[src/design/dad_pkg.sv]
// ----------------------------------------------------------------------------
// dad_pkg
// Widths, calendar constants, command/status types and month helpers.
// ----------------------------------------------------------------------------
`timescale 1ns / 1ps

package dad_pkg;

    // Field widths
    localparam int DAY_W  = 5;
    localparam int MON_W  = 4;
    localparam int YEAR_W = 14;
    localparam int ADD_W  = 16;
    // Year carried one bit wider so a carry past the field wraps only at output
    localparam int YEARX_W = YEAR_W + 1;
    // Day accumulator holds day plus the full day count
    localparam int ACC_W  = ADD_W + 1;
    // Controller step counter
    localparam int CNT_W  = 3;

    // Calendar constants
    localparam logic [YEAR_W-1:0] MIN_YEAR = YEAR_W'(1601);
    localparam int                CYCLE_YEARS = 400;
    localparam int                REDUCE_STEPS = 6;
    // Largest multiple of 400 tried first: 400 shifted up by five
    localparam logic [YEAR_W-1:0] REDUCE_TOP = YEAR_W'(CYCLE_YEARS * 32);
    localparam logic [YEAR_W-1:0] CYCLE_LAST = YEAR_W'(CYCLE_YEARS - 1);
    localparam logic [YEAR_W-1:0] CENT_1 = YEAR_W'(100);
    localparam logic [YEAR_W-1:0] CENT_2 = YEAR_W'(200);
    localparam logic [YEAR_W-1:0] CENT_3 = YEAR_W'(300);

    // Month codes
    localparam logic [MON_W-1:0] MON_JAN = MON_W'(1);
    localparam logic [MON_W-1:0] MON_FEB = MON_W'(2);
    localparam logic [MON_W-1:0] MON_MAR = MON_W'(3);
    localparam logic [MON_W-1:0] MON_APR = MON_W'(4);
    localparam logic [MON_W-1:0] MON_MAY = MON_W'(5);
    localparam logic [MON_W-1:0] MON_JUN = MON_W'(6);
    localparam logic [MON_W-1:0] MON_JUL = MON_W'(7);
    localparam logic [MON_W-1:0] MON_AUG = MON_W'(8);
    localparam logic [MON_W-1:0] MON_SEP = MON_W'(9);
    localparam logic [MON_W-1:0] MON_OCT = MON_W'(10);
    localparam logic [MON_W-1:0] MON_NOV = MON_W'(11);
    localparam logic [MON_W-1:0] MON_DEC = MON_W'(12);

    // Controller to datapath
    typedef struct packed {
        logic load;
        logic reduce;
        logic check;
        logic norm;
    } dad_cmd_t;

    // Datapath to controller
    typedef struct packed {
        logic date_ok;
        logic fits;
    } dad_stat_t;

    // Leap test from the low year bits and the year modulo 400
    function automatic logic is_leap(input logic [1:0] ylo, input logic [YEAR_W-1:0] r400);
        is_leap = (ylo == 2'd0) && (r400 != CENT_1) && (r400 != CENT_2) && (r400 != CENT_3);
    endfunction

    // Month length; months outside 1 to 12 read as zero
    function automatic logic [DAY_W-1:0] days_in(input logic [MON_W-1:0] m, input logic leap);
        logic [DAY_W-1:0] len;
        len = DAY_W'(31);
        unique case (m)
            MON_FEB: len = leap ? DAY_W'(29) : DAY_W'(28);
            MON_APR, MON_JUN, MON_SEP, MON_NOV: len = DAY_W'(30);
            MON_JAN, MON_MAR, MON_MAY, MON_JUL, MON_AUG, MON_OCT, MON_DEC:
                len = DAY_W'(31);
            default: len = DAY_W'(0);
        endcase
        days_in = len;
    endfunction

endpackage

[src/design/dad_ctrl.sv]
// ----------------------------------------------------------------------------
// dad_ctrl
// Sequencer: year reduction, date check, month-by-month normalization.
// ----------------------------------------------------------------------------
`timescale 1ns / 1ps

module dad_ctrl (
    input  logic              clk,
    input  logic              rst_n,
    input  logic              start,
    input  dad_pkg::dad_stat_t stat,
    output dad_pkg::dad_cmd_t  cmd,
    output logic              busy,
    output logic              done
);
    import dad_pkg::*;

    localparam logic [2:0] ST_IDLE   = 3'd0;
    localparam logic [2:0] ST_REDUCE = 3'd1;
    localparam logic [2:0] ST_CHECK  = 3'd2;
    localparam logic [2:0] ST_NORM   = 3'd3;
    localparam logic [2:0] ST_DONE   = 3'd4;

    localparam logic [CNT_W-1:0] REDUCE_LAST = CNT_W'(REDUCE_STEPS - 1);

    logic [2:0]       state_reg, state_next;
    logic [CNT_W-1:0] cnt_reg, cnt_next;

    // Next state and commands
    always_comb
    begin
        state_next = state_reg;
        cnt_next   = cnt_reg;
        cmd        = '0;
        unique case (state_reg)
            ST_IDLE:
            begin
                if (start)
                begin
                    cmd.load   = 1'b1;
                    cnt_next   = '0;
                    state_next = ST_REDUCE;
                end
            end
            ST_REDUCE:
            begin
                cmd.reduce = 1'b1;
                cnt_next   = cnt_reg + CNT_W'(1);
                if (cnt_reg == REDUCE_LAST)
                    state_next = ST_CHECK;
            end
            ST_CHECK:
            begin
                cmd.check  = 1'b1;
                state_next = stat.date_ok ? ST_NORM : ST_DONE;
            end
            ST_NORM:
            begin
                if (stat.fits)
                    state_next = ST_DONE;
                else
                    cmd.norm = 1'b1;
            end
            ST_DONE:
            begin
                state_next = ST_IDLE;
            end
            default:
            begin
                state_next = ST_IDLE;
            end
        endcase
    end

    // Hold state
    always_ff @(posedge clk or negedge rst_n)
    begin
        if (!rst_n)
        begin
            state_reg <= ST_IDLE;
            cnt_reg   <= '0;
        end
        else
        begin
            state_reg <= state_next;
            cnt_reg   <= cnt_next;
        end
    end

    assign busy = (state_reg != ST_IDLE);
    assign done = (state_reg == ST_DONE);

endmodule

[src/design/dad_datapath.sv]
// ----------------------------------------------------------------------------
// dad_datapath
// Date registers, year-modulo-400 reduction and one-month subtract step.
// ----------------------------------------------------------------------------
`timescale 1ns / 1ps

module dad_datapath (
    input  logic                          clk,
    input  logic                          rst_n,
    input  dad_pkg::dad_cmd_t             cmd,
    input  logic [dad_pkg::DAY_W-1:0]     day,
    input  logic [dad_pkg::MON_W-1:0]     month,
    input  logic [dad_pkg::YEAR_W-1:0]    year,
    input  logic [dad_pkg::ADD_W-1:0]     add_days,
    output dad_pkg::dad_stat_t            stat,
    output logic                          in_valid,
    output logic [dad_pkg::DAY_W-1:0]     res_day,
    output logic [dad_pkg::MON_W-1:0]     res_month,
    output logic [dad_pkg::YEAR_W-1:0]    res_year
);
    import dad_pkg::*;

    logic [ACC_W-1:0]   d_reg;
    logic [MON_W-1:0]   m_reg;
    logic [YEARX_W-1:0] y_reg;
    logic [ADD_W-1:0]   n_reg;
    logic [YEAR_W-1:0]  r_reg;
    logic [YEAR_W-1:0]  sub_reg;
    logic               ok_reg;

    logic             leap;
    logic [DAY_W-1:0] len;
    logic             mon_ok;
    logic             year_ok;

    // Month length of the current date
    assign leap = is_leap(y_reg[1:0], r_reg);
    assign len  = days_in(m_reg, leap);

    // Range checks on the loaded date
    assign mon_ok  = (m_reg >= MON_JAN) && (m_reg <= MON_DEC);
    assign year_ok = (y_reg >= YEARX_W'(MIN_YEAR));

    assign stat.date_ok = year_ok && mon_ok && (d_reg != '0) && (d_reg <= ACC_W'(len));
    assign stat.fits    = (d_reg <= ACC_W'(len));

    // Valid flag
    always_ff @(posedge clk or negedge rst_n)
    begin
        if (!rst_n)
            ok_reg <= 1'b0;
        else if (cmd.check)
            ok_reg <= stat.date_ok;
    end

    // Load, reduce, add and step through months
    always_ff @(posedge clk)
    begin
        if (cmd.load)
        begin
            d_reg   <= ACC_W'(day);
            m_reg   <= month;
            y_reg   <= YEARX_W'(year);
            n_reg   <= add_days;
            r_reg   <= year;
            sub_reg <= REDUCE_TOP;
        end
        else if (cmd.reduce)
        begin
            if (r_reg >= sub_reg)
                r_reg <= r_reg - sub_reg;
            sub_reg <= sub_reg >> 1;
        end
        else if (cmd.check)
        begin
            if (stat.date_ok)
                d_reg <= d_reg + ACC_W'(n_reg);
        end
        else if (cmd.norm)
        begin
            d_reg <= d_reg - ACC_W'(len);
            if (m_reg == MON_DEC)
            begin
                m_reg <= MON_JAN;
                y_reg <= y_reg + YEARX_W'(1);
                r_reg <= (r_reg == CYCLE_LAST) ? '0 : r_reg + YEAR_W'(1);
            end
            else
            begin
                m_reg <= m_reg + MON_W'(1);
            end
        end
    end

    assign in_valid  = ok_reg;
    assign res_day   = d_reg[DAY_W-1:0];
    assign res_month = m_reg;
    assign res_year  = y_reg[YEAR_W-1:0];

endmodule

[src/design/date_add_days.sv]
// Sequence: an item transfers at start with busy low; the year is then reduced
// modulo 400, the date is checked and, for a valid date, the day count is added
// and months are stepped one per cycle until the day fits, up to about 2160
// months for the largest day count; done then pulses. An invalid date goes to
// done straight after the check. Throughput: one item at a time, none while busy.
// Reset: rst_n low returns the sequencer to idle and clears done and busy.
// ----------------------------------------------------------------------------
// date_add_days
// Adds a day count to a Gregorian date with validity check.
// ----------------------------------------------------------------------------
`timescale 1ns / 1ps

module date_add_days (
    input  logic                       clk,
    input  logic                       rst_n,
    input  logic                       start,
    output logic                       busy,
    input  logic [dad_pkg::DAY_W-1:0]  day,
    input  logic [dad_pkg::MON_W-1:0]  month,
    input  logic [dad_pkg::YEAR_W-1:0] year,
    input  logic [dad_pkg::ADD_W-1:0]  add_days,
    output logic                       done,
    output logic                       in_valid,
    output logic [dad_pkg::DAY_W-1:0]  res_day,
    output logic [dad_pkg::MON_W-1:0]  res_month,
    output logic [dad_pkg::YEAR_W-1:0] res_year
);
    import dad_pkg::*;

    dad_cmd_t  cmd;
    dad_stat_t stat;
    logic      busy_int;

    // Sequencer
    dad_ctrl u_ctrl (
        .clk   (clk),
        .rst_n (rst_n),
        .start (start),
        .stat  (stat),
        .cmd   (cmd),
        .busy  (busy_int),
        .done  (done)
    );

    // Date arithmetic
    dad_datapath u_dp (
        .clk       (clk),
        .rst_n     (rst_n),
        .cmd       (cmd),
        .day       (day),
        .month     (month),
        .year      (year),
        .add_days  (add_days),
        .stat      (stat),
        .in_valid  (in_valid),
        .res_day   (res_day),
        .res_month (res_month),
        .res_year  (res_year)
    );

    assign busy = busy_int;

endmodule

[config.mk]
export PLATFORM = sky130hd
export DESIGN_NAME = date_add_days
export DESIGN_NICKNAME = d
export VERILOG_FILES = /design/src/design/dad_pkg.sv /design/src/design/dad_ctrl.sv /design/src/design/dad_datapath.sv /design/src/design/date_add_days.sv
export SDC_FILE = /design/constraint.sdc
export NUM_CORES = 1
export LEC_CHECK = 0
export ABC_AREA = 1
export BUFFER_PORTS_ARGS = -buffer_cell sky130_fd_sc_hd__buf_4
export CAP_MARGIN = 25
export CORE_ASPECT_RATIO = 2
export CORE_MARGIN = 3
export CORE_UTILIZATION = 59
export CTS_CLUSTER_SIZE = 12
export DETAILED_ROUTE_END_ITERATION = 10
export PLACE_DENSITY = 0.82
export REMOVE_ABC_BUFFERS = 1
export SYNTH_ARGS = -nofsm -noshare
export SYNTH_HDL_FRONTEND = slang
export SYNTH_SLANG_ARGS = --single-unit
[constraint.sdc]
create_clock -name clk -period 5.9 [get_ports clk]
set_clock_uncertainty 0.2 [all_clocks]
set_input_delay 0 -clock clk [delete_from_list [all_inputs] [get_ports clk]]
set_output_delay 0 -clock clk [all_outputs]
set_load 0.01 [all_outputs]
---- After elaboration in Yosys (flattened, before gate mapping) ----
Cells that the tools add are included.
cells by class
  add/subtract/negate cells ............... 7
  order comparisons ....................... 5
  equal/unequal tests ..................... 30
  multiplexer cells ....................... 37
  bitwise gates (word level) .............. 2
  reduce and logical (&&, ||, !) cells .... 28
operator list
  cell                                                    count
  two-way mux 14 bit                                      12
  two-way mux 17 bit                                      3
  == test 4 bit (second input constant)                   5
  two-way mux 4 bit                                       5
  adder 17 x 16 -> 17 bit                                 1
  <= comparator 17 x 5 -> 1 bit                           1
  nonzero test 17 bit                                     1
  subtractor 17 x 5 -> 17 bit                             1
  == test 4 x 3 -> 1 bit (second input constant)          4
  adder 15 x 1 -> 15 bit (second input constant)          1
  >= comparator 15 x 11 -> 1 bit (second input constant)  1
  two-way mux 3 bit                                       5
  one-hot mux 5 bit (3 select lines)                      1
  adder 14 x 1 -> 14 bit (second input constant)          1
  == test 14 x 9 -> 1 bit (second input constant)         1
  >= comparator 14 bit                                    1
  != test 14 x 7 -> 1 bit (second input constant)         1
  != test 14 x 8 -> 1 bit (second input constant)         1
  != test 14 x 9 -> 1 bit (second input constant)         1
  subtractor 14 bit                                       1
  one-hot mux 3 bit (4 select lines)                      1
  AND reduction 3 bit                                     4
  AND reduction 4 bit                                     3
  nonzero test 3 bit                                      4
  23 further kinds                                        49
storage, ports and cells
  register bits ........................... 87
  bits of input ports ..................... 42
  output and inout bits ................... 26

---- Longest topological paths before layout ----
Gate-level depths: netlist of the first run.
  depth in word-level cells ............... 13
  depth in mapped cells ................... 23
  mapped depth without buffers ............ 23

---- By module ----
From an unflattened synthesis of the first run, not the netlist that was laid out.
unflattened totals
  cells, all modules ...................... 956
  area, all modules ....................... 6777.8 µm²
by module, submodules not included
  module        times used  cells each  area each (µm²)  sequential area each (µm²)
  dad_datapath  1           906         6401.1           2157.1
  dad_ctrl      1           50          376.6            150.1

---- Worst setup path before layout of the first run ----
Ideal clock, no wire load.
  path kind ............................... reg-to-reg
  start ................................... register u_dp.m_reg[0] (netlist: u_dp.res_month[0])
  end ..................................... register u_dp.r_reg[0] (enable)
  setup time .............................. 0.390 ns
  arrival ................................. 4.367 ns
  setup slack ............................. 0.944 ns
  cell stages (with the launch flop) ...... 20
  path buffers ............................ 0
  cells stage by stage .................... edfxtp_1 -> inv_1 -> ha_1 -> nand3_1 -> inv_1 -> nor3_1 -> inv_1 -> nor3_1 -> inv_1 -> nor2_1 -> ha_1 -> nand2_1 -> inv_1 -> nand3_1 -> nor2_1 -> nand3_2 -> nand3b_4 -> o21ai_0 -> nor2_1 -> a21oi_1
between the ends
  word-level cells in the longest chain between the ends .. 8
  elaborated cells between the ends (all ways) .. 21
  those cells by class .................... 1 x order compare; 12 x eq/ne; 3 x mux; 5 x reduce/logical
RTL lines
  item                                                      RTL line            text
  start, declared                                           dad_datapath.sv:24  logic [MON_W-1:0] m_reg;
  start signal, assigned                                    dad_datapath.sv:62  m_reg <= month;
  start signal, assigned                                    dad_datapath.sv:90  m_reg <= m_reg + MON_W'(1);
  == test 4 x 1 -> 1 bit (tied with other cells)            dad_pkg.sv:69       unique case (m)
  OR reduction 7 bit or OR reduction 4 bit (tied branches)  dad_pkg.sv:69
  one-hot mux 5 bit (3 select lines)                        dad_pkg.sv:69
  <= comparator 17 x 5 -> 1 bit                             dad_datapath.sv:45  assign stat.fits = (d_reg <= ACC_W'(len));
  two-way mux 1 bit                                         dad_ctrl.sv:59      if (stat.fits)
  two-way mux 1 bit                                         dad_ctrl.sv:35      unique case (state_reg)
  nonzero test 3 bit (no source line)                       -
  AND reduction 4 bit (no source line) *                    -
  end signal, assigned                                      dad_datapath.sv:65  r_reg <= year;
  end signal, assigned                                      dad_datapath.sv:71  r_reg <= r_reg - sub_reg;
  end signal, assigned                                      dad_datapath.sv:86  r_reg <= (r_reg == CYCLE_LAST) ? '0 : r_reg + YEAR_W'(1);
  end, declared                                             dad_datapath.sv:27  logic [YEAR_W-1:0] r_reg;
Every way passes the cells marked *; elsewhere a longest branch is shown, timed or not.
A chain may end at the register's enable or synchronous reset.

---- Worst setup path in the final report of the first run ----
  start ................................... register u_dp.m_reg[0] (netlist: u_dp.res_month[0])
  end ..................................... register u_dp.r_reg[10] (enable)
Same word-level chain as after synthesis.

==> impl_metrics.env, run 1 <==
export IMPL_hold_viol=0
export IMPL_gp_congestion=0.949
export IMPL_hold_depth=2
export IMPL_cts_max_level=3
export IMPL_placed_cell_area_mm2=0.00746
export IMPL_reg2reg_slack_ns=1.59
export IMPL_r2r_end="u_dp.r_reg[10]$_DFFE_PP_"
export IMPL_num_fill_cells=980
export IMPL_r2r_cells=20
export IMPL_synthArstFlopShare_pct=8.05
export IMPL_cts_tree="yes"
export IMPL_dpl_hpwl_um=16300
export IMPL_tns_ns=0
export IMPL_boundaryPins=68
export IMPL_whs_endpoint="u_dp.n_reg[7]$_DFFE_PP_"
export IMPL_yosysWarnings=0
export IMPL_grt_remaining_overflow=0
export IMPL_fmax_ghz=0.232
export IMPL_cp_required_ns=5.74
export IMPL_drive_above_1_share_pct=10.7
export IMPL_ctsResizeCount=0
export IMPL_worstPathArrival_ns=4.15
export IMPL_drtIter0Drc=397
export IMPL_grt_usage_pct=32.5
export IMPL_cpMaxStageDelayCell="edfxtp_1"
export IMPL_avgSynthCellArea_um2=7.03
export IMPL_synth_distinct_cells=47
export IMPL_end_kind="flop"
export IMPL_finalCriticalPeriod_ns=4.31
export IMPL_fin_area_mm2=0.00817
export IMPL_insertion_delay_ns=0.35
export IMPL_initial_core_util_pct=61.1
export IMPL_die_w_um=82.9
export IMPL_drv_slew=0
export IMPL_antenna_found_initial=0
export IMPL_diodes=0
export IMPL_place_port_buffers=67
export IMPL_cap_violations=0
export IMPL_cts_root_buf="clkbuf_16"
export IMPL_routed_wl_um=21500
export IMPL_final_setup_viol_count=0
export IMPL_hold_path_class="in -> reg"
export IMPL_first_pass_iters=7
export IMPL_timing_worst_slew_pin_value_ns=0.650
export IMPL_core_mm2=0.0114
export IMPL_drc=0
export IMPL_die_y_um=160
export IMPL_nets=1171
export IMPL_relSlewSlack_pct=56.7
export IMPL_clockBufferDepth=2
export IMPL_cp_common_cell="inv_1"
export IMPL_critPathKind="reg -> reg"
export IMPL_synth_cell_area_mm2=0.00698
export IMPL_crit_chain="inv_1, ha_1, nand3_1, inv_1, nor3_1, inv_1, nor3_1, inv_1, nor2_1, ha_1, nand2_1, nor2_1, nand2_1, nand4_2, nand3b_4, o21ai_1, buf_4, nor2_1, a21oi_1, buf_4"
export IMPL_finalCritPeriodShare_pct=73.0
export IMPL_largest_register_ffs=17
export IMPL_r2r_start="u_dp.res_month[0]$_DFFE_PP_"
export IMPL_status="finished, final reports clean"
export IMPL_clock_sinks=87
export IMPL_vias_per_cell=5.74
export IMPL_grt_pass1_wl_um=34100
export IMPL_path_clk_slew_ns=0.07
export IMPL_syn2layout_area_growth_pct=17.1
export IMPL_seq_area_frac_synth_pct=33.1
export IMPL_cts_inserted_buffers=9
export IMPL_start_kind="flop"
export IMPL_wl_per_cell_um=17.5
export IMPL_ys_ff_latch=87
export IMPL_slowest_delay_ns=0.49
export IMPL_grt_pass1_vias=7215
export IMPL_die_area_mm2=0.0132
export IMPL_ys_flop_type="edfxtp_1"
export IMPL_cp_max_fo=15
export IMPL_num_vias=7036
export IMPL_synth_edf_count=53
export IMPL_drtAntennaViolNets=0
export IMPL_synth_cells=992
export IMPL_min_from="add_days[7]"
export IMPL_num_rows=55
export IMPL_grt_setup_unrepaired="false"
export IMPL_grt_max_degree=54
==> cell type report <==
cell class,instances,area (um^2),area share [%]
repair buffers,115,968,11.9
well taps,142,178,2.17
clock inverters,4,26.3,0.322
flip-flops and latches,87,2310,28.2
clock buffers,12,268,3.28
multi-input cells,721,3880,47.5
inverters,144,541,6.62
==> kinds of logic after synthesis <==
kind of cell | share of synthesized area, %
and+or+nand+nor | 30.5
AOI/OAI and AO/OA | 13.5
DFF | 33.1
xor gates and xnor gates | 2.13
buffers and inverters | 11.3
adders and majority gates | 9.47
==> layer usage <==
metal | global-route usage, % | vias up | part of all wire (%) | wire, um
met2 | 65.2 | 280 | 58 | 12500
met4 | 24.3 | 0 | 7.5 | 1620
li1 | - | 3434 | - | -
met5 | 0 | - | 0 | 0
met1 | 27.7 | 3202 | 30 | 6460
met3 | 3.87 | 120 | 4.1 | 876
==> Yosys cell counts, types with 2 or more instances <==
master,instances,share of area [%]
a21oi_2,7,0.88
o21bai_1,4,0.43
nand3_1,79,5.7
o21ai_1,4,0.29
nor2_1,83,4.5
a21o_1,2,0.22
edfxtp_1,53,23
o22ai_1,4,0.36
nand4_1,11,0.99
nor3_1,15,1.1
clkbuf_1,13,0.70
nand2_1,263,14
nand2_2,4,0.36
nor3b_1,4,0.43
inv_1,143,7.7
buf_2,5,0.36
o21ai_0,66,4.7
and2_1,2,0.18
nand3_2,4,0.57
nand3b_1,2,0.22
nor4_1,5,0.45
a21oi_1,53,3.8
xor2_1,12,1.5
o211ai_1,11,1.2
nor2_2,5,0.45
nand2_4,3,0.48
buf_4,19,2.0
a31oi_1,5,0.45
fa_1,3,0.86
ha_1,48,8.6
o31ai_1,6,0.65
xnor2_1,5,0.63
buf_6,3,0.48
dfrtp_1,7,2.5
dfxtp_1,27,7.7
==> timing repair <==
action	in CTS	in global routing
buffers inserted	0	0
hold buffers	42	0
hold endpoints to repair	63	0
==> critical path: cells and delay by family, from the launching register on <==
| kind | cells | cell delay, ns |
|---|---|---|
| simple gates | 10 | 1.62 |
| buf+inv | 6 | 0.89 |
| fa+ha+maj | 2 | 0.50 |
| flops | 1 | 0.49 |
| compound gates | 2 | 0.30 |
==> stage by stage <==
step	std cells	hold WS [ns]	util (%)	setup slack (ns)
final	1225	0.164	71.5	1.59
after global routing	1225	0.178	71.5	1.27
after CTS	1225	0.164	71.5	1.63
after detailed placement	1167	-0.380	65.3	1.69
after global placement	1167	-0.385	65.3	1.77
after floorplan	952	-0.496	-	0.943
==> worst max-delay path by stage <==
stage | slack, ns | cells after the start | startpoint | endpoint
2_1_floorplan | 0.94 | 19 | u_dp.res_month[0]$_DFFE_PP_ | u_dp.r_reg[0]$_DFFE_PP_
3_3_place_gp | 1.77 | 21 | u_dp.res_month[0]$_DFFE_PP_ | u_dp.r_reg[1]$_DFFE_PP_
3_5_place_dp | 1.69 | 21 | u_dp.res_month[0]$_DFFE_PP_ | u_dp.r_reg[1]$_DFFE_PP_
4_1_cts | 1.63 | 20 | u_dp.res_month[0]$_DFFE_PP_ | u_dp.r_reg[7]$_DFFE_PP_
5_1_grt | 1.27 | 20 | u_dp.res_month[0]$_DFFE_PP_ | u_dp.r_reg[13]$_DFFE_PP_
6_report | 1.59 | 20 | u_dp.res_month[0]$_DFFE_PP_ | u_dp.r_reg[10]$_DFFE_PP_
==> cells in the final DEF, fill, tap and decap left out, types with 3 or more instances in the layout <==
cell and n:
a21oi_1 53, a21oi_2 7, a31oi_1 5, buf_4 73, clkbuf_16 10, dfrtp_1 7, dfxtp_1 27, dlygate4sd3_1 42
edfxtp_1 53, fa_1 3, ha_1 48, inv_1 143, nand2_1 263, nand2_2 4, nand2_4 3, nand3_1 79
nand3_2 4, nand4_1 11, nor2_1 83, nor2_2 4, nor3_1 15, nor3b_1 4, nor4_1 5, o211ai_1 11
o21ai_0 65, o21ai_1 5, o21bai_1 4, o22ai_1 4, o31ai_1 6, xnor2_1 5, xor2_1 12
Power of run 1 is not shown: default switching activity piles up to over one toggle a cycle in this logic, so the estimate is an artifact.
==> run 2: changes to the inputs <==
--- a/config.mk
+++ b/config.mk
@@ -5,15 +5,15 @@
 export SDC_FILE = /design/constraint.sdc
 export NUM_CORES = 1
 export LEC_CHECK = 0
-export ABC_AREA = 1
+export ABC_AREA = 0
 export BUFFER_PORTS_ARGS = -buffer_cell sky130_fd_sc_hd__buf_4
 export CAP_MARGIN = 25
 export CORE_ASPECT_RATIO = 2
 export CORE_MARGIN = 3
-export CORE_UTILIZATION = 59
+export CORE_UTILIZATION = 54
 export CTS_CLUSTER_SIZE = 12
 export DETAILED_ROUTE_END_ITERATION = 10
-export PLACE_DENSITY = 0.82
+export PLACE_DENSITY = 0.79
 export REMOVE_ABC_BUFFERS = 1
 export SYNTH_ARGS = -nofsm -noshare
 export SYNTH_HDL_FRONTEND = slang
==> constraint.sdc (replaced) <==
create_clock -name clk -period 3.9 [get_ports clk]
set_clock_uncertainty 0.2 [all_clocks]
set_input_delay 0 -clock clk [delete_from_list [all_inputs] [get_ports clk]]
set_output_delay 0 -clock clk [all_outputs]
set_load 0.01 [all_outputs]
==> impl_metrics.env, run 2 <==
export IMPL_status="finished, final reports clean"
export IMPL_ir_drop_mv=0.509
export IMPL_power_density_mw_per_mm2=1060
export IMPL_cp_top_family="compound AO/OA/AOI/OAI gates"
export IMPL_setup_ws_ns=0.157
export IMPL_die_area_mm2=0.0128
export IMPL_finalCriticalPeriod_ns=3.74
export IMPL_place_inst=885
export IMPL_yosys_area_top_type="edfxtp_1"
export IMPL_synth_cells=702
export IMPL_grt_pass1_vias=6085
export IMPL_drive_above_1_share_pct=15.9
export IMPL_clockBufferDepth=2
export IMPL_grt_pass1_wl_um=29400
export IMPL_seq_area_frac_synth_pct=37.4
export IMPL_num_vias=5961
export IMPL_dpl_hpwl_um=13900
export IMPL_drv_slew=0
export IMPL_place_ws_ns=-0.00286
export IMPL_path_clk_slew_ns=0.07
export IMPL_cts_tree="yes"
export IMPL_r2r_start="u_dp.res_month[0]$_DFFE_PP_"
export IMPL_r2r_end="u_dp.d_reg[8]$_SDFFE_PP0P_"
export IMPL_nets=895
export IMPL_cpMaxStageDelayCell="edfxtp_1"
export IMPL_start_kind="flop"
export IMPL_fmax_ghz=0.267
export IMPL_critPathKind="reg -> reg"
export IMPL_routed_wl_um=18800
export IMPL_avgSynthCellArea_um2=8.80
export IMPL_yosysWarnings=0
export IMPL_drtAntennaViolNets=0
export IMPL_cp_max_fo=12
export IMPL_boundaryPins=68
export IMPL_wl_per_cell_um=19.8
export IMPL_synth_edf_count=53
export IMPL_hold_viol=0
export IMPL_setup_worst_path_start="u_dp.res_month[0]$_DFFE_PP_"
export IMPL_slowest_delay_ns=0.38
export IMPL_gp_congestion=0.934
export IMPL_initial_core_util_pct=56.1
export IMPL_finalCritPeriodShare_pct=96.0
export IMPL_relSlewSlack_pct=35.4
export IMPL_final_cell_mix="buf_4, nand2_1, nor2_1, a21oi_1, edfxtp_1"
export IMPL_ys_ff_latch=87
export IMPL_reg2reg_slack_ns=0.16
export IMPL_cap_violations=0
export IMPL_num_rows=54
export IMPL_syn2layout_area_growth_pct=22.4
export IMPL_drtIter0Drc=361
export IMPL_layout_commonest_cell="buf_4"
export IMPL_worst_path_buf_inv=2
export IMPL_grt_usage_pct=30.5
export IMPL_timing_worst_slew_pin_value_ns=0.966
export IMPL_diodes=0
export IMPL_synth_top_area_share_pct=25.8
export IMPL_fin_cells=947
export IMPL_first_pass_iters=6
export IMPL_cts_root_buf="clkbuf_16"
export IMPL_utilization_pct=68.7
export IMPL_clock_sinks=87
export IMPL_grt_remaining_overflow=0
export IMPL_ys_flop_type="edfxtp_1"
export IMPL_die_w_um=81.6
export IMPL_final_setup_viol_count=0
export IMPL_die_y_um=157
export IMPL_insertion_delay_ns=0.35
export IMPL_vias_per_cell=6.29
export IMPL_cts_max_level=3
export IMPL_drc=0
export IMPL_yosys_top_cells_count="nand2_1, a21oi_1, nor2_1"
export IMPL_path_depth=15
export IMPL_place_port_buffers=67
export IMPL_end_kind="flop"
export IMPL_synth_distinct_cells=65
export IMPL_largest_register_ffs=17
export IMPL_grt_max_degree=41
export IMPL_cts_inserted_buffers=9
export IMPL_leakagePower_uw=0.00306
export IMPL_r2r_cells=15
export IMPL_crit_end="u_dp.d_reg[8]$_SDFFE_PP0P_"
export IMPL_hold_path_class="in -> reg"
export IMPL_crit_chain="buf_4, buf_4, ha_1, o211ai_1, nand3_2, a21oi_4, ha_1, and3_1, o21a_1, or2_2, a21oi_4, a31o_4, o21ai_0, a22oi_1, nor2_1"
export IMPL_synthArstFlopShare_pct=8.05
export IMPL_synth_cell_area_mm2=0.00618
export IMPL_core_mm2=0.0110
export IMPL_antenna_found_initial=0
export IMPL_worstPathArrival_ns=3.76
export IMPL_cp_required_ns=3.91
export IMPL_yosysMostFrequentCell="nand2_1"
export IMPL_synth_area_leaders="edfxtp_1, ha_1, dfxtp_1"
-- run 2: cell count changes in the layout (fill, tap and decap cells not counted), moves of 22 or more --
cell | before | now
inv_1 | 143 | 33
nand2_1 | 263 | 81
nand3_1 | 79 | 22
nor2_1 | 83 | 60
o21ai_0 | 65 | 41
xnor2_1 | 5 | 27
-- run 2: how the worst min path moves through the flow --
stage / slack [ns] / start / to / cells after the start
after floorplan: -0.50 / rst_n / u_ctrl.cnt_reg[0]$_DFFE_PN0P_ / 0
after global placement: -0.37 / rst_n / u_ctrl.cnt_reg[1]$_DFFE_PN0P_ / 1
after detailed placement: -0.37 / rst_n / u_ctrl.cnt_reg[1]$_DFFE_PN0P_ / 1
after CTS: 0.09 / start / u_ctrl.state_reg[0]$_DFFE_PN0P_ / 4
after global routing: 0.12 / start / u_dp.sub_reg[13]$_SDFFE_PP1P_ / 4
final: 0.1 / start / u_dp.sub_reg[13]$_SDFFE_PP1P_ / 4
-- run 2: tightest hold or removal path, delay by kind of cell --
kind	cells	cell delay, ns
simple gates	1	0.10
buf+inv	2	0.37
compound gates	1	0.12
-- run 2: report_power, final --
group,internal [uW],switching [uW]
Clock,564,382
Sequential,1550,475
Combinational,2110,2940
Total,4220,3800
-- run 2: cell type report --
type	instances	area (um^2)
flip-flops and latches	87	2310
repair buffers	131	1090
fillers	862	3450
clock inverters	7	95.1
clock buffers	9	225
inverters	35	131
well taps	140	175
multi-input cells	538	3540
-- run 2: cell families (layout without fill, tap and decap cells) --
| kind of cell | Yosys count | after routing | synth area share (%) |
|---|---|---|---|
| AND/OR/NAND/NOR | 254 | 254 | 20.0 |
| AO/OA/AOI/OAI | 187 | 187 | 19.4 |
| flip-flops | 87 | 87 | 37.4 |
| buffers and inverters | 77 | 182 | 5.96 |
| adder cells (fa/ha/maj) | 51 | 51 | 10.7 |
| XOR/XNOR | 46 | 46 | 6.52 |
-- run 2: timing repair --
action	CTS	global route
gates resized for setup	0	9
hold endpoints to repair	60	0
hold buffers	41	0
endpoints found under the setup margin	0	51
setup buffers	0	5
-- run 2: per-stage QoR --
stage / instance area, um^2 / hold WS [ns] / total power, uW / setup TNS (ns)
floorplan: 5940 / -0.496 / 5220 / -19.97
global placement: 6750 / -0.366 / 6580 / 0
detailed placement: 6750 / -0.366 / 6780 / -0.00286
CTS: 7480 / 0.0933 / 7800 / 0
global route: 7560 / 0.115 / 8600 / -0.00463
finish: 7560 / 0.0987 / 8020 / 0
-- run 2: per-layer routing --
| metal | vias to the layer above | routed length (um) | track usage (%) |
|---|---|---|---|
| met5 | - | 0 | 0 |
| met4 | 0 | 1310 | 23.1 |
| met3 | 92 | 749 | 4.01 |
| met2 | 215 | 10600 | 57.5 |
| met1 | 2903 | 6140 | 28.1 |
| li1 | 2751 | - | - |
Note: power is estimated with default switching activity, not from simulation.
==> run 3: changes to the inputs <==
--- a/config.mk
+++ b/config.mk
@@ -17,4 +17,5 @@
 export REMOVE_ABC_BUFFERS = 1
 export SYNTH_ARGS = -nofsm -noshare
 export SYNTH_HDL_FRONTEND = slang
+export SYNTH_HIERARCHICAL = 1
 export SYNTH_SLANG_ARGS = --single-unit
==> impl_metrics.env, run 3 <==
export IMPL_dpl_hpwl_um=14800
export IMPL_synth_cell_area_mm2=0.00647
export IMPL_first_pass_iters=6
export IMPL_yosys_area_top_type="edfxtp_1"
export IMPL_wl_per_cell_um=20.2
export IMPL_finalCritPeriodShare_pct=112
export IMPL_die_y_um=161
export IMPL_largest_register_ffs=17
export IMPL_drtAntennaViolNets=0
export IMPL_num_vias=6423
export IMPL_yosys_top_cells_count="nor2_1, edfxtp_1, nand2_1"
export IMPL_seq_area_frac_synth_pct=35.6
export IMPL_layout_commonest_cell="buf_4"
export IMPL_syn2layout_area_growth_pct=30.6
export IMPL_fmax_ghz=0.228
export IMPL_synth_edf_count=53
export IMPL_switchingPower_uw=4220
export IMPL_drtIter0Drc=500
export IMPL_internal_power_uw=4900
export IMPL_synth_top_area_share_pct=24.6
export IMPL_vias_per_cell=6.27
export IMPL_num_rows=56
export IMPL_cp_required_ns=3.75
export IMPL_num_fill_cells=850
export IMPL_ir_drop_mv=0.651
export IMPL_utilization_pct=72.3
export IMPL_yosysWarnings=6
export IMPL_pwr_share_clk_pct=9.6
export IMPL_diodes=0
export IMPL_core_mm2=0.0117
export IMPL_end_kind="flop"
export IMPL_place_port_buffers=67
export IMPL_grt_setup_unrepaired="true"
export IMPL_cts_max_level=3
export IMPL_synth_cells=718
export IMPL_violations="negative setup slack"
export IMPL_cp_max_fo=7
export IMPL_antenna_found_initial=0
export IMPL_finalCriticalPeriod_ns=4.38
export IMPL_final_setup_viol_count=51
export IMPL_cts_tree="yes"
export IMPL_worstPathArrival_ns=4.23
export IMPL_drc=0
export IMPL_timing_worst_slew_pin_value_ns=0.787
export IMPL_ys_flop_type="edfxtp_1"
export IMPL_critPathKind="reg -> reg"
export IMPL_power_density_mw_per_mm2=1080
export IMPL_hold_viol=0
export IMPL_seqPwrFrac_pct=20.7
export IMPL_drive_above_1_share_pct=24.3
export IMPL_initial_core_util_pct=55.3
export IMPL_synth_area_leaders="edfxtp_1, ha_1, dfxtp_1"
export IMPL_leakagePower_uw=0.00354
export IMPL_setup_ws_ns=-0.477
export IMPL_insertion_delay_ns=0.34
export IMPL_synth_distinct_cells=77
export IMPL_routed_wl_um=20700
export IMPL_cts_inserted_buffers=9
export IMPL_pwr_share_comb_pct=69.7
export IMPL_clock_sinks=87
export IMPL_drv_slew=0
export IMPL_tns_ns=-14.66
export IMPL_gp_congestion=0.946
export IMPL_path_clk_slew_ns=0.07
export IMPL_cts_root_buf="clkbuf_16"
export IMPL_yosysMostFrequentCell="nor2_1"
export IMPL_fin_cells=1025
export IMPL_boundaryPins=68
export IMPL_grt_max_degree=40
export IMPL_synthArstFlopShare_pct=8.05
export IMPL_die_w_um=83.4
export IMPL_final_cell_mix="buf_4, nor2_1, edfxtp_1, nand2_1, inv_1"
export IMPL_grt_pass1_wl_um=31600
export IMPL_grt_remaining_overflow=0
export IMPL_grt_pass1_vias=6575
export IMPL_start_kind="flop"
export IMPL_avgSynthCellArea_um2=9.02
export IMPL_reg2reg_slack_ns=-0.48
export IMPL_p_sw_share_pct=46.3
export IMPL_cap_violations=0
export IMPL_die_area_mm2=0.0134
export IMPL_relSlewSlack_pct=46.8
export IMPL_hold_path_class="in -> reg"
export IMPL_grt_usage_pct=29.7
export IMPL_ys_ff_latch=87
export IMPL_nets=966
export IMPL_status="finished, violations left"
export IMPL_place_inst=951
export IMPL_clockBufferDepth=2
-- run 3: worst max-delay path, cell delays in order (launching register included) --
cell and delay [ns]:
edfxtp_1 0.42, or4b_4 0.56, nor2_1 0.10, mux2i_1 0.08, nor3b_1 0.19, a31oi_1 0.08
o2111ai_1 0.29, o211ai_1 0.16, ha_2 0.33, a31oi_4 0.23, o31ai_4 0.11, nand2_2 0.09
inv_2 0.05, nor3b_2 0.21, nand2_1 0.11, nor3_2 0.20, or2_4 0.18, or3_4 0.12
o21ai_2 0.05, a21oi_2 0.16, buf_6 0.17
-- run 3: metal layers --
layer	wire length, um	part of all wire (%)	GRT usage, %	vias up
li1	-	-	-	2939
met2	11400	55	57.4	327
met3	1040	5.0	4.31	115
met5	0	0	0	-
met4	1620	7.8	21.2	0
met1	6620	32	27.4	3042
-- run 3: final cells by class --
cell class              instances  area, um^2  area share (%)
inverters                      48         180            2.13
multi-input cells             542        3910            46.3
clock inverters                 5        57.6           0.680
repair buffers                187        1580            18.6
well taps                     145         181            2.14
flip-flops and latches         87        2310            27.3
clock buffers                  11         243            2.87
-- run 3: path summary, 6_finish.rpt --
path	from	endpoint	depth (start not counted)
max reg2reg	u_dp/r_reg[9]$_DFFE_PP_	u_dp/r_reg[0]$_DFFE_PP_	20
min	add_days[0]	u_dp/n_reg[0]$_DFFE_PP_	2
min reg2reg	u_dp/sub_reg[13]$_SDFFE_PP1P_	u_dp/sub_reg[12]$_SDFFE_PP1P_	2
max in group asynchronous	rst_n	u_dp/in_valid$_DFFE_PN0P_	3
min in group asynchronous	rst_n	u_ctrl/cnt_reg[2]$_DFFE_PN0P_	3
max	u_dp/r_reg[9]$_DFFE_PP_	u_dp/r_reg[0]$_DFFE_PP_	20
-- run 3: power by group through the flow --
stage / Combinational [uW] / Clock [uW] / Sequential, uW
after detailed placement: 5380 / 0 / 1890
after CTS: 5810 / 886 / 1870
after global routing: 6820 / 933 / 1930
after global placement: 5200 / 0 / 1870
after floorplan: 3410 / 0 / 1910
final: 6360 / 877 / 1890
-- run 3: repair_timing --
| action | CTS | global route |
|---|---|---|
| gates resized for setup | 38 | 18 |
| cloned | 2 | 0 |
| setup endpoints to repair | 51 | 53 |
| hold endpoints to repair | 63 | 0 |
| setup buffers | 32 | 6 |
| pin swaps | 22 | 18 |
| hold buffers | 42 | 0 |
-- run 3: cell families (layout without fill, tap and decap cells) --
logic type / count (synthesis) / after routing / synth area share (%)
flops: 87 / 87 / 35.6
simple gates: 246 / 246 / 19.7
mux: 23 / 23 / 3.73
compound gates: 183 / 183 / 19.0
buf+inv: 89 / 251 / 6.67
fa+ha+maj: 49 / 49 / 9.82
xor+xnor: 41 / 41 / 5.55
-- run 3: metrics by stage --
step / instance area (um^2) / total power (uW) / setup slack (ns) / hold slack, ns
after floorplan: 6220 / 5320 / -1.51 / -0.496
after global placement: 7390 / 7060 / -0.489 / -0.384
after detailed placement: 7390 / 7260 / -0.612 / -0.381
after CTS: 8370 / 8570 / -0.351 / 0.172
after global routing: 8460 / 9680 / -0.694 / 0.178
final: 8460 / 9130 / -0.477 / 0.176
